[src/sv/rtcnv_pkg.sv]
package rtcnv_pkg;

  localparam int RAM_BYTES = 64;
  localparam int IDX_W = $clog2(RAM_BYTES);

  localparam logic [2:0] ACT_WR_INDEX = 3'd0;
  localparam logic [2:0] ACT_RD_INDEX = 3'd1;
  localparam logic [2:0] ACT_WR_DATA  = 3'd2;
  localparam logic [2:0] ACT_RD_DATA  = 3'd3;
  localparam logic [2:0] ACT_RESET    = 3'd4;

  localparam logic [IDX_W-1:0] IDX_SEC    = IDX_W'(0);
  localparam logic [IDX_W-1:0] IDX_SEC_AL = IDX_W'(1);
  localparam logic [IDX_W-1:0] IDX_MIN    = IDX_W'(2);
  localparam logic [IDX_W-1:0] IDX_MIN_AL = IDX_W'(3);
  localparam logic [IDX_W-1:0] IDX_HOUR   = IDX_W'(4);
  localparam logic [IDX_W-1:0] IDX_HR_AL  = IDX_W'(5);
  localparam logic [IDX_W-1:0] IDX_WDAY   = IDX_W'(6);
  localparam logic [IDX_W-1:0] IDX_DAY    = IDX_W'(7);
  localparam logic [IDX_W-1:0] IDX_MONTH  = IDX_W'(8);
  localparam logic [IDX_W-1:0] IDX_YEAR   = IDX_W'(9);
  localparam logic [IDX_W-1:0] IDX_A      = IDX_W'(10);
  localparam logic [IDX_W-1:0] IDX_B      = IDX_W'(11);
  localparam logic [IDX_W-1:0] IDX_C      = IDX_W'(12);
  localparam logic [IDX_W-1:0] IDX_D      = IDX_W'(13);

  localparam logic [7:0] B_24H    = 8'h02;
  localparam logic [7:0] B_DM     = 8'h04;
  localparam logic [7:0] B_SET    = 8'h80;
  localparam logic [7:0] A_UIP    = 8'h80;
  localparam logic [7:0] IRQ_MASK = 8'h70;
  localparam logic [7:0] C_IRQF   = 8'h80;
  localparam logic [7:0] C_RELOAD = 8'h50;
  localparam logic [7:0] B_RST_CLR = 8'h78;

  localparam logic [7:0] A_RESET      = 8'd42;
  localparam logic [7:0] B_RESET      = 8'h06;
  localparam logic [7:0] C_RESET      = 8'h00;
  localparam logic [7:0] YEAR_OFF_RESET = 8'd68;

  typedef struct packed {
    logic [2:0] action;
    logic [7:0] write_byte;
    logic [5:0] now_second;
    logic [5:0] now_minute;
    logic [4:0] now_hour;
    logic [2:0] now_weekday;
    logic [4:0] now_day;
    logic [3:0] now_month;
    logic [7:0] now_year;
  } in_t;

  typedef struct packed {
    logic [7:0] read_byte;
    logic       is_read;
  } out_t;

  typedef struct packed {
    logic latch;
    logic bin;
    logic h24;
  } clk_ctl_t;

  function automatic logic [7:0] to_mode(input logic [7:0] v, input logic bin);
    logic [15:0] p;
    logic [4:0]  q;
    logic [7:0]  r;
    // divide by ten through a reciprocal, exact for 8-bit values
    p = 16'(v) * 16'd205;
    q = p[15:11];
    r = v - 8'(q) * 8'd10;
    return bin ? v : {q[3:0], r[3:0]};
  endfunction

  function automatic logic [7:0] reload_c(input logic [7:0] b);
    return ((b & C_RELOAD) != 8'h00) ? (C_RELOAD | C_IRQF) : C_RELOAD;
  endfunction

  function automatic logic [7:0] power_on(input logic [IDX_W-1:0] i);
    logic [7:0] v;
    unique case (i)
      IDX_W'(0):  v = 8'd48;
      IDX_W'(1):  v = 8'd255;
      IDX_W'(2):  v = 8'd21;
      IDX_W'(3):  v = 8'd255;
      IDX_W'(4):  v = 8'd23;
      IDX_W'(5):  v = 8'd255;
      IDX_W'(6):  v = 8'd1;
      IDX_W'(7):  v = 8'd25;
      IDX_W'(8):  v = 8'd3;
      IDX_W'(9):  v = 8'd33;
      IDX_W'(10): v = A_RESET;
      IDX_W'(11): v = B_RESET;
      IDX_W'(13): v = 8'h80;
      IDX_W'(22): v = 8'd17;
      IDX_W'(23): v = 8'd46;
      IDX_W'(24): v = 8'd32;
      IDX_W'(25): v = 8'd1;
      IDX_W'(26): v = 8'd255;
      IDX_W'(28): v = 8'd1;
      IDX_W'(29): v = 8'd10;
      IDX_W'(30): v = 8'd135;
      default:    v = 8'h00;
    endcase
    return v;
  endfunction

endpackage

[src/sv/rtcnv_ram.sv]
module rtcnv_ram #(
  parameter int WIDTH = 8,
  parameter int DEPTH = 64
) (
  input  logic                     clk,
  input  logic                     we,
  input  logic [$clog2(DEPTH)-1:0] waddr,
  input  logic [WIDTH-1:0]         wdata,
  input  logic [$clog2(DEPTH)-1:0] raddr,
  output logic [WIDTH-1:0]         rdata
);

  logic [WIDTH-1:0] mem [DEPTH];

  always_ff @(posedge clk) begin
    if (we) begin
      mem[waddr] <= wdata;
    end
    rdata <= mem[raddr];
  end

endmodule

[src/sv/rtcnv_clock.sv]
module rtcnv_clock (
  input  logic                     clk,
  input  logic                     rst,
  input  rtcnv_pkg::clk_ctl_t      ctl,
  input  rtcnv_pkg::in_t           now,
  input  logic [7:0]               year_off,
  input  logic [rtcnv_pkg::IDX_W-1:0] idx,
  output logic [7:0]               clk_byte
);

  logic [5:0] held_second;
  logic [5:0] held_minute;
  logic [4:0] held_hour;
  logic [2:0] held_weekday;
  logic [4:0] held_day;
  logic [3:0] held_month;
  logic [7:0] held_year;

  logic [5:0] sec;
  logic [5:0] mins;
  logic [4:0] hr;
  logic [2:0] wday;
  logic [4:0] day;
  logic [3:0] mon;
  logic [7:0] yr;
  logic [4:0] h12;
  logic [7:0] pm;

  always_ff @(posedge clk) begin
    if (rst) begin
      held_second  <= '0;
      held_minute  <= '0;
      held_hour    <= '0;
      held_weekday <= '0;
      held_day     <= '0;
      held_month   <= '0;
      held_year    <= '0;
    end else if (ctl.latch) begin
      held_second  <= now.now_second;
      held_minute  <= now.now_minute;
      held_hour    <= now.now_hour;
      held_weekday <= now.now_weekday;
      held_day     <= now.now_day;
      held_month   <= now.now_month;
      held_year    <= now.now_year;
    end
  end

  // a latching read returns the time it latches
  assign sec  = ctl.latch ? now.now_second  : held_second;
  assign mins = ctl.latch ? now.now_minute  : held_minute;
  assign hr   = ctl.latch ? now.now_hour    : held_hour;
  assign wday = ctl.latch ? now.now_weekday : held_weekday;
  assign day  = ctl.latch ? now.now_day     : held_day;
  assign mon  = ctl.latch ? now.now_month   : held_month;
  assign yr   = ctl.latch ? now.now_year    : held_year;

  always_comb begin
    pm = (hr >= 5'd12) ? 8'h80 : 8'h00;
    priority if (hr < 5'd12) begin
      h12 = hr;
    end else if (hr < 5'd24) begin
      h12 = hr - 5'd12;
    end else begin
      h12 = hr - 5'd24;
    end
    if (h12 == 5'd0) begin
      h12 = 5'd12;
    end
  end

  always_comb begin
    unique case (idx)
      rtcnv_pkg::IDX_SEC:   clk_byte = rtcnv_pkg::to_mode(8'(sec), ctl.bin);
      rtcnv_pkg::IDX_MIN:   clk_byte = rtcnv_pkg::to_mode(8'(mins), ctl.bin);
      rtcnv_pkg::IDX_HOUR: begin
        if (ctl.h24) begin
          clk_byte = rtcnv_pkg::to_mode(8'(hr), ctl.bin);
        end else begin
          clk_byte = rtcnv_pkg::to_mode(8'(h12), ctl.bin) | pm;
        end
      end
      rtcnv_pkg::IDX_WDAY:  clk_byte = rtcnv_pkg::to_mode(8'(wday) + 8'd1, ctl.bin);
      rtcnv_pkg::IDX_DAY:   clk_byte = rtcnv_pkg::to_mode(8'(day), ctl.bin);
      rtcnv_pkg::IDX_MONTH: clk_byte = rtcnv_pkg::to_mode(8'(mon) + 8'd1, ctl.bin);
      rtcnv_pkg::IDX_YEAR:  clk_byte = rtcnv_pkg::to_mode(yr - year_off, ctl.bin);
      default:              clk_byte = 8'h00;
    endcase
  end

endmodule

[src/sv/rtc_nvram_register_file.sv]
// channel   signals                          beat when
// item      item_valid, item_ready, item     item_valid & item_ready
// result    result_valid, result_ready, res  result_valid & result_ready
// config    cfg_we, cfg_wdata                cfg_we
//
// an item is registered on acceptance while the byte file ram is read; the
// processing state then modifies, writes back and loads the result register.
// a new item is taken while a result waits. rst returns the control registers
// to reset values and clears the per-byte valid flags; bytes not yet written
// read from the power-on table. a result stalled at the output holds ST_PROC.
module rtc_nvram_register_file (
  input  logic              clk,
  input  logic              rst,
  input  logic              item_valid,
  output logic              item_ready,
  input  rtcnv_pkg::in_t    item,
  output logic              result_valid,
  input  logic              result_ready,
  output rtcnv_pkg::out_t   result,
  input  logic              cfg_we,
  input  logic [7:0]        cfg_wdata
);

  localparam logic ST_IDLE = 1'b0;
  localparam logic ST_PROC = 1'b1;

  logic                          state;
  rtcnv_pkg::in_t                item_q;
  logic [rtcnv_pkg::IDX_W-1:0]   sel_index;
  logic [rtcnv_pkg::IDX_W-1:0]   sel_index_next;
  logic [7:0]                    reg_a;
  logic [7:0]                    reg_a_next;
  logic [7:0]                    reg_b;
  logic [7:0]                    reg_b_next;
  logic [7:0]                    reg_c;
  logic [7:0]                    reg_c_next;
  logic [7:0]                    year_off;
  logic [rtcnv_pkg::RAM_BYTES-1:0] vld;
  rtcnv_pkg::out_t               result_next;

  logic                          accept;
  logic                          fire;
  logic                          ram_we;
  logic [7:0]                    ram_q;
  logic [7:0]                    rdata;
  logic [7:0]                    clk_byte;
  logic                          latch;
  logic                          is_clock;
  rtcnv_pkg::clk_ctl_t           clk_ctl;

  assign item_ready = (state == ST_IDLE);
  assign accept     = item_valid && item_ready;
  assign fire       = (state == ST_PROC) && (!result_valid || result_ready);

  rtcnv_ram #(
    .WIDTH(8),
    .DEPTH(rtcnv_pkg::RAM_BYTES)
  ) u_ram (
    .clk  (clk),
    .we   (ram_we),
    .waddr(sel_index),
    .wdata(item_q.write_byte),
    .raddr(sel_index),
    .rdata(ram_q)
  );

  // unwritten bytes come from the power-on table
  assign rdata = vld[sel_index] ? ram_q : rtcnv_pkg::power_on(sel_index);

  assign clk_ctl.latch = latch && fire;
  assign clk_ctl.bin   = (reg_b & rtcnv_pkg::B_DM) != 8'h00;
  assign clk_ctl.h24   = (reg_b & rtcnv_pkg::B_24H) != 8'h00;

  rtcnv_clock u_clock (
    .clk     (clk),
    .rst     (rst),
    .ctl     (clk_ctl),
    .now     (item_q),
    .year_off(year_off),
    .idx     (sel_index),
    .clk_byte(clk_byte)
  );

  assign is_clock = (sel_index == rtcnv_pkg::IDX_SEC)  || (sel_index == rtcnv_pkg::IDX_MIN)
                 || (sel_index == rtcnv_pkg::IDX_HOUR) || (sel_index == rtcnv_pkg::IDX_WDAY)
                 || (sel_index == rtcnv_pkg::IDX_DAY)  || (sel_index == rtcnv_pkg::IDX_MONTH)
                 || (sel_index == rtcnv_pkg::IDX_YEAR);

  always_comb begin
    sel_index_next = sel_index;
    reg_a_next     = reg_a;
    reg_b_next     = reg_b;
    reg_c_next     = reg_c;
    result_next    = '0;
    ram_we         = 1'b0;
    latch          = 1'b0;
    unique case (item_q.action)
      rtcnv_pkg::ACT_WR_INDEX: begin
        if (item_q.write_byte < 8'(rtcnv_pkg::RAM_BYTES)) begin
          sel_index_next = item_q.write_byte[rtcnv_pkg::IDX_W-1:0];
        end
      end
      rtcnv_pkg::ACT_RD_INDEX: begin
        result_next.read_byte = 8'(sel_index);
        result_next.is_read   = 1'b1;
      end
      rtcnv_pkg::ACT_WR_DATA: begin
        priority if (sel_index == rtcnv_pkg::IDX_C || sel_index == rtcnv_pkg::IDX_D) begin
          // read-only status bytes
        end else if (sel_index == rtcnv_pkg::IDX_A) begin
          reg_a_next = (item_q.write_byte & ~rtcnv_pkg::A_UIP) | (reg_a & rtcnv_pkg::A_UIP);
        end else if (sel_index == rtcnv_pkg::IDX_B) begin
          if (((item_q.write_byte & rtcnv_pkg::IRQ_MASK) != 8'h00)
              && ((reg_c & rtcnv_pkg::IRQ_MASK) != 8'h00)) begin
            reg_c_next = reg_c | rtcnv_pkg::C_IRQF;
          end
          latch      = (item_q.write_byte & rtcnv_pkg::B_SET) != 8'h00;
          reg_b_next = item_q.write_byte;
        end else begin
          ram_we = 1'b1;
        end
      end
      rtcnv_pkg::ACT_RD_DATA: begin
        result_next.is_read = 1'b1;
        priority if (is_clock) begin
          latch                 = (reg_b & rtcnv_pkg::B_SET) == 8'h00;
          result_next.read_byte = clk_byte;
        end else if (sel_index == rtcnv_pkg::IDX_SEC_AL || sel_index == rtcnv_pkg::IDX_MIN_AL
                     || sel_index == rtcnv_pkg::IDX_HR_AL) begin
          result_next.read_byte = rtcnv_pkg::to_mode(rdata, clk_ctl.bin);
        end else if (sel_index == rtcnv_pkg::IDX_A) begin
          if ((reg_b & rtcnv_pkg::B_SET) != 8'h00) begin
            reg_a_next = reg_a & ~rtcnv_pkg::A_UIP;
          end else begin
            reg_a_next = reg_a ^ rtcnv_pkg::A_UIP;
          end
          result_next.read_byte = reg_a_next;
        end else if (sel_index == rtcnv_pkg::IDX_B) begin
          result_next.read_byte = reg_b;
        end else if (sel_index == rtcnv_pkg::IDX_C) begin
          result_next.read_byte = reg_c;
          reg_c_next            = rtcnv_pkg::reload_c(reg_b);
        end else begin
          result_next.read_byte = rdata;
        end
      end
      rtcnv_pkg::ACT_RESET: begin
        reg_b_next     = reg_b & ~rtcnv_pkg::B_RST_CLR;
        reg_c_next     = rtcnv_pkg::reload_c(reg_b_next);
        sel_index_next = '0;
      end
      default: begin
      end
    endcase
  end

  always_ff @(posedge clk) begin
    if (rst) begin
      state        <= ST_IDLE;
      result_valid <= 1'b0;
      sel_index    <= '0;
      reg_a        <= rtcnv_pkg::A_RESET;
      reg_b        <= rtcnv_pkg::B_RESET;
      reg_c        <= rtcnv_pkg::C_RESET;
      year_off     <= rtcnv_pkg::YEAR_OFF_RESET;
      vld          <= '0;
    end else begin
      if (cfg_we) begin
        year_off <= cfg_wdata;
      end
      if (accept) begin
        state <= ST_PROC;
      end
      if (fire) begin
        state        <= ST_IDLE;
        result_valid <= 1'b1;
        sel_index    <= sel_index_next;
        reg_a        <= reg_a_next;
        reg_b        <= reg_b_next;
        reg_c        <= reg_c_next;
        if (ram_we) begin
          vld[sel_index] <= 1'b1;
        end
      end else if (result_ready) begin
        result_valid <= 1'b0;
      end
    end
  end

  always_ff @(posedge clk) begin
    if (accept) begin
      item_q <= item;
    end
    if (fire) begin
      result <= result_next;
    end
  end

endmodule

[config.mk]
export PLATFORM = sky130hd
export DESIGN_NAME = rtc_nvram_register_file
export DESIGN_NICKNAME = d
export VERILOG_FILES = /design/src/sv/rtcnv_pkg.sv /design/src/sv/rtcnv_ram.sv /design/src/sv/rtcnv_clock.sv /design/src/sv/rtc_nvram_register_file.sv
export SDC_FILE = /design/constraint.sdc
export NUM_CORES = 1
export LEC_CHECK = 0
export ABC_AREA = 1
export BUFFER_PORTS_ARGS = -buffer_cell sky130_fd_sc_hd__buf_2
export CAP_MARGIN = 20
export CORE_MARGIN = 8
export CORE_UTILIZATION = 43
export CTS_BUF_LIST = sky130_fd_sc_hd__clkbuf_8
export DETAILED_ROUTE_END_ITERATION = 7
export PLACE_DENSITY = 0.59
export SETUP_SLACK_MARGIN = 0.15
export SYNTH_ARGS = -nofsm -noshare
export SYNTH_HDL_FRONTEND = slang
export SYNTH_HIERARCHICAL = 1
export SYNTH_SLANG_ARGS = --single-unit
[constraint.sdc]
create_clock -name clk -period 19.8 [get_ports clk]
set_input_delay 1.98 -clock clk [delete_from_list [all_inputs] [get_ports clk]]
set_output_delay 1.98 -clock clk [all_outputs]
set_load 0.1 [all_outputs]
# == After elaboration in Yosys (flattened, before gate mapping) ==
# Memories as Yosys holds them, arrays and structs flattened. A register that Yosys moved wholly into a read port is not among the register bits.
# Cells that the tools add are included.
# classes
bitwise_logic,9
n_eq_ne,29
n_reduce_logical,37
n_addsub,14
mul,18
mux,73
magnitude_cmp,6
# ops
operator,count
8-bit 2-to-1 mux,33
64-bit OR,1
8-bit one-hot mux with 7 select lines,1
5-bit by 8-bit multiplier with 13-bit output (second input constant),4
8-bit by 8-bit multiplier with 16-bit output (second input constant),3
6-bit by 4-bit equality test with 1-bit output (second input constant),6
6-bit 2-to-1 mux,6
4-bit subtractor,9
5-bit 2-to-1 mux,7
8-bit one-hot mux with 2 select lines,2
6-bit by 8-bit multiplier with 14-bit output (second input constant),2
6-bit by 3-bit equality test with 1-bit output (second input constant),4
2-bit != test (second input constant),12
8-bit one-hot mux with 3 select lines,1
8-bit nonzero test,3
5-bit by 3-bit multiplier with 3-bit output (second input constant),4
9-bit one-hot mux with 2 select lines,1
1-bit 2-to-1 mux,14
7-bit 2-to-1 mux,2
6-bit by 2-bit equality test with 1-bit output (second input constant),2
6-bit one-hot mux with 2 select lines,1
11-bit AND reduction,1
1-bit logical OR,10
2-bit nonzero test,5
other kinds (39),52
# word_totals
word_cells,216
reg_bits,198
in_bits,61
mem_bits_rw,512
output_inout_bits,11
n_memories,2
rom_bits,256
# mem_list
name,words,word_bits,rd,rd_ports_with_merged_regs,write_ports,line,rtl
u_ram.mem,64,8,1,1,1,rtcnv_ram.sv:13,logic [WIDTH-1:0] mem [DEPTH];
(no name shown),32,8,1,1,0,rtcnv_pkg.sv:81,unique case (i)

# == Logic depth before layout (Yosys ltp) ==
# logic_depth
depth_word,25
ltp_mapped,58
ltp_nobuf,53

# == Cells and area by module ==
# Netlist, hierarchy kept.
# by_module_without_submodules
module,cells_per_inst,area_per_inst_um2,seq_area_each_um2,n_inst
rtcnv_ram,1805,21339.2,15534.9,1
rtc_nvram_register_file,1083,8446.9,3833.7,1
rtcnv_clock,1091,7855.0,740.7,1

# == Worst setup path after synthesis ==
# OpenSTA, ideal clock, no wires.
# synth_timing
kind,in2reg
start,in result_ready
end,"reg result[4] (netlist name), data pin"
required_ps,19548
stages,51
path_buffers,4
setup_ps,252
setup_slack_ps,10575
arrival_ps,8973
cell_sequence,inv_1 > nand2_1 > nand2_1 > a21oi_1 > buf_6 > buf_12 > buf_2 > buf_2 > mux2i_1 > ha_1 > inv_1 > fa_1 > a21oi_1 > o21bai_1 > a21oi_1 > o21ai_0 > xnor2_1 > inv_1 > (+15 left out) > nand2_1 > nand2_1 > inv_1 > ha_1 > fa_1 > nand3b_1 > nand2_1 > nand2_1 > nand3_1 > nand2_1 > nand3_1 > nand2_1 > nor2_1 > nand2_1 > nand2_1 > o21ai_0 > inv_1 > nand2_1
# synth_lines
element,line,rtl
from (decl),rtc_nvram_register_file.sv:18,"input logic result_ready,"
to (signal assigned),rtc_nvram_register_file.sv:195,result <= result_next;
to (decl),rtc_nvram_register_file.sv:19,"output rtcnv_pkg::out_t result,"

==> metrics.md <==
| Metric | Value |
|---|---|
| Avg Synthesized Cell Area | 9.46 um^2 |
| Status | completed |
| Share of total power in sequential cells | 45.7% |
| Initial core utilization | between 40 and 50% |
| Die width | slightly above 300 um |
| Largest net degree at the start of global routing | 184 |
| Mapped Nets | around 4,300 |
| Drt via density | 5.19 |
| Period utilization | a little over half |
| Most frequent cells in the layout | 1,141 x nand2_1, 569 x edfxtp_1, 548 x nand3_1 |
| TritonCTS buffer count | 118 |
| Initial antenna violation count | 1 |
| Clk pwr share | 35.0% |
| Worst Clk Skew | 0.0807 ns |
| Grt met3 use | 2.85% |
| Switching power total | 1080 uW |
| CP required | 20.28 ns |
| CTS root buffer | clkbuf_8 |
| Nets | 4,395 |
| CTS tree | done |
| Site Rows | ~110 |
| Detail Placement HPWL | 62.4 mm |
| Gpl congestion | 0.874 |
| Number of global-route vias before repair | 26,800 |
| Initial DRC count | 2,260 |
| Grt total ovfl | 0 |
| Switching Share | 29.5% |
| Main area contributors after synthesis | edfxtp_1 45%, nand2_1 11%, dfxtp_1 8.0% |
| P_leak | 0.0172 uW |
| Worst skew pair latency | 0.79 ns |
| Setup tns final | 0 ns |
| Synth area leader | edfxtp_1 |
| Min-Delay Path Class | flop to flop |
| DRC viols | 0 |
| Worst slew pin tran | 1.09 ns |
| Number of routed nets with antenna violations | 0 |
| Unique masters post-synth | 64 |
| Cells after DPL | 5,080 |
| Crit path DAT | 11.19 ns |
| First drt pass iteration count | 5 |
| Chip height | 312 um |
| Clk slew on worst S/H paths | about 0.060 ns |
| FF+latch count, synth | 720 |
| Post-synth EDFFs | 569 |
| Core footprint | 0.0868 mm^2 |
| Grt met2 use | 31.0% |
| Minimum clock period | 10.71 ns |
| Die area | slightly below 0.1 mm^2 |
| Cts repair resizes | 0 |
| Filler cells | 8,243 |
| First-pass GRT wire length | roughly 150 mm |
| I/O Buffers | 71 |
| GRT Util Overall | 19.5% |
| CP endpoint kind | flop |
| Crit-path max cell delay | around 0.86 ns |
| CP Launch Type | flop |
| Max Slew Vio Count | 0 |
| Relative slew slack | a little over a quarter |
| Power Internal | between 2000 and 3000 uW |
| CP Class | flop to flop |
| Sequential share of the synthesized area | about 53% |
| Ys async rst share | 0% |
| Maximum VDD drop | 64.4 uV |
| Post CTS Setup Buffer Count | 0 |
| Via Count | 27,500 |
| H-tree depth | 3 |
| Final Hold Fails | 0 |
| Power Density | 88.7 mW/mm^2 |
| Worst path slowest cell | dfxtp_4 |
| FMAX | between 90 and 100 MHz |
| Layout cell share with drive strength beyond 1 | 8.42% |
| Synth Cell Area | ~0.038 mm^2 |
| Post-Route WL | 97.2 mm |
| Crit Path Max Fanout | 60 |
| Clock tree sinks | 720 |
| Clock buffer depth | 3 |
| Final setup fails | 0 |
| GR peak layer | met2 |
| RSZ-0062 raised after global routing | no |
| Synth top area share | 45.4% |
| WL/cell | about 18 um |
| Non-Filler Instances | 5,303 |
| Layout area overhead | 9.03% |
| Routing usage on met1 | a little over a quarter |
| Cells after Synth | 3,979 |
| I/O pin count | 72 |
| Logic gate share of total power | 19.3% |
| Ys flop type | edfxtp_1 |
| Hold buffer count at CTS | 0 |
| CP dominant cell by count | nand2_1 |
| Most common cell after layout, fill and taps aside | nand2_1 |
| Ys Warns | 6 |
| Max-Cap Viols | 0 |
[path summary, 6_finish.rpt]
path                startpoint        end  slack (ns)  cells past startpoint
setup / recovery  sel_index[1]  result[4]        9.09                     52
hold / removal         vld[13]    vld[13]        0.42                      2
setup reg to reg  sel_index[1]  result[4]        9.09                     52
hold reg to reg        vld[13]    vld[13]        0.42                      2
[worst max-delay path, delay by kind of cell (launching register included)]
family / cells / cell delay (ns)
buf+inv: 11 / 2.06
compound gates: 4 / 0.54
flops: 1 / 0.86
fa+ha+maj: 8 / 3.05
simple gates: 28 / 3.50
xor+xnor: 1 / 0.33
[layout make-up]
| type | count | area [um^2] | share of cell area (%) |
|---|---|---|---|
| well taps | 1155 | 1450 | 3.52 |
| flip-flops and latches | 720 | 20100 | 49.0 |
| multi-input cells | 2696 | 15000 | 36.4 |
| repair buffers | 105 | 646 | 1.57 |
| clock inverters | 95 | 604 | 1.47 |
| clock buffers | 126 | 1730 | 4.23 |
| diodes | 1 | 2.50 | 0.00610 |
| inverters | 405 | 1530 | 3.73 |
[power by group through the flow]
stage          Clock (uW)  Combinational, uW  Sequential, uW
2_1_floorplan           0                513            1710
3_3_place_gp            0                695            1700
3_5_place_dp            0                699            1690
4_1_cts              1310                706            1660
5_1_grt              1380                813            1660
6_report             1270                703            1660
[per-layer routing]
layer / share of wire, % / vias up
met5: 0 / -
met4: 2.5 / 0
met3: 5.5 / 154
met2: 46 / 730
met1: 46 / 13100
li1: - / 13500
[logic make-up after synthesis]
kind of cell	after synthesis	synth area share, %
fa+ha+maj	288	10.6
simple gates	2052	23.3
buf+inv	563	6.93
mux	4	0.106
xor+xnor	34	0.831
compound gates	318	4.81
flops	720	53.4
[synth_stat cells (26+ instances only)]
cell type,number
buf_6,43
o21ai_0,82
inv_1,389
a21oi_1,141
edfxtp_1,569
buf_2,48
dfxtp_1,151
clkbuf_1,32
nand2_1,1141
nand4_1,26
nor2_1,236
nand3_1,548
ha_1,238
fa_1,50
[flip-flops by register name, summed over array words and instances (netlist names), 3 cells and up, named ones only]
register and count:
u_clock/held_month 4, u_clock/held_weekday 3, vld 64, u_clock/held_year 8
reg_b 8, u_clock/held_minute 6, item_q 48, u_ram/mem 512
u_clock/held_hour 5, u_clock/held_second 6, reg_a 8, u_clock/held_day 5
result 9, sel_index 6, year_off 8, u_ram/rdata 8
[per-stage QoR]
| step | hold slack, ns | total power, uW | setup slack [ns] | util (%) | instance area (um^2) |
|---|---|---|---|---|---|
| floorplan | 0.403 | 2220 | 10.58 | - | 37600 |
| global placement | 0.410 | 2390 | 9.27 | 44.6 | 38700 |
| detailed placement | 0.412 | 2390 | 9.20 | 44.6 | 38700 |
| CTS | 0.422 | 3680 | 9.13 | 47.3 | 41000 |
| global route | 0.440 | 3850 | 8.11 | 47.3 | 41000 |
| finish | 0.421 | 3640 | 9.09 | 47.3 | 41000 |
Power figures use the tool's default switching activity.
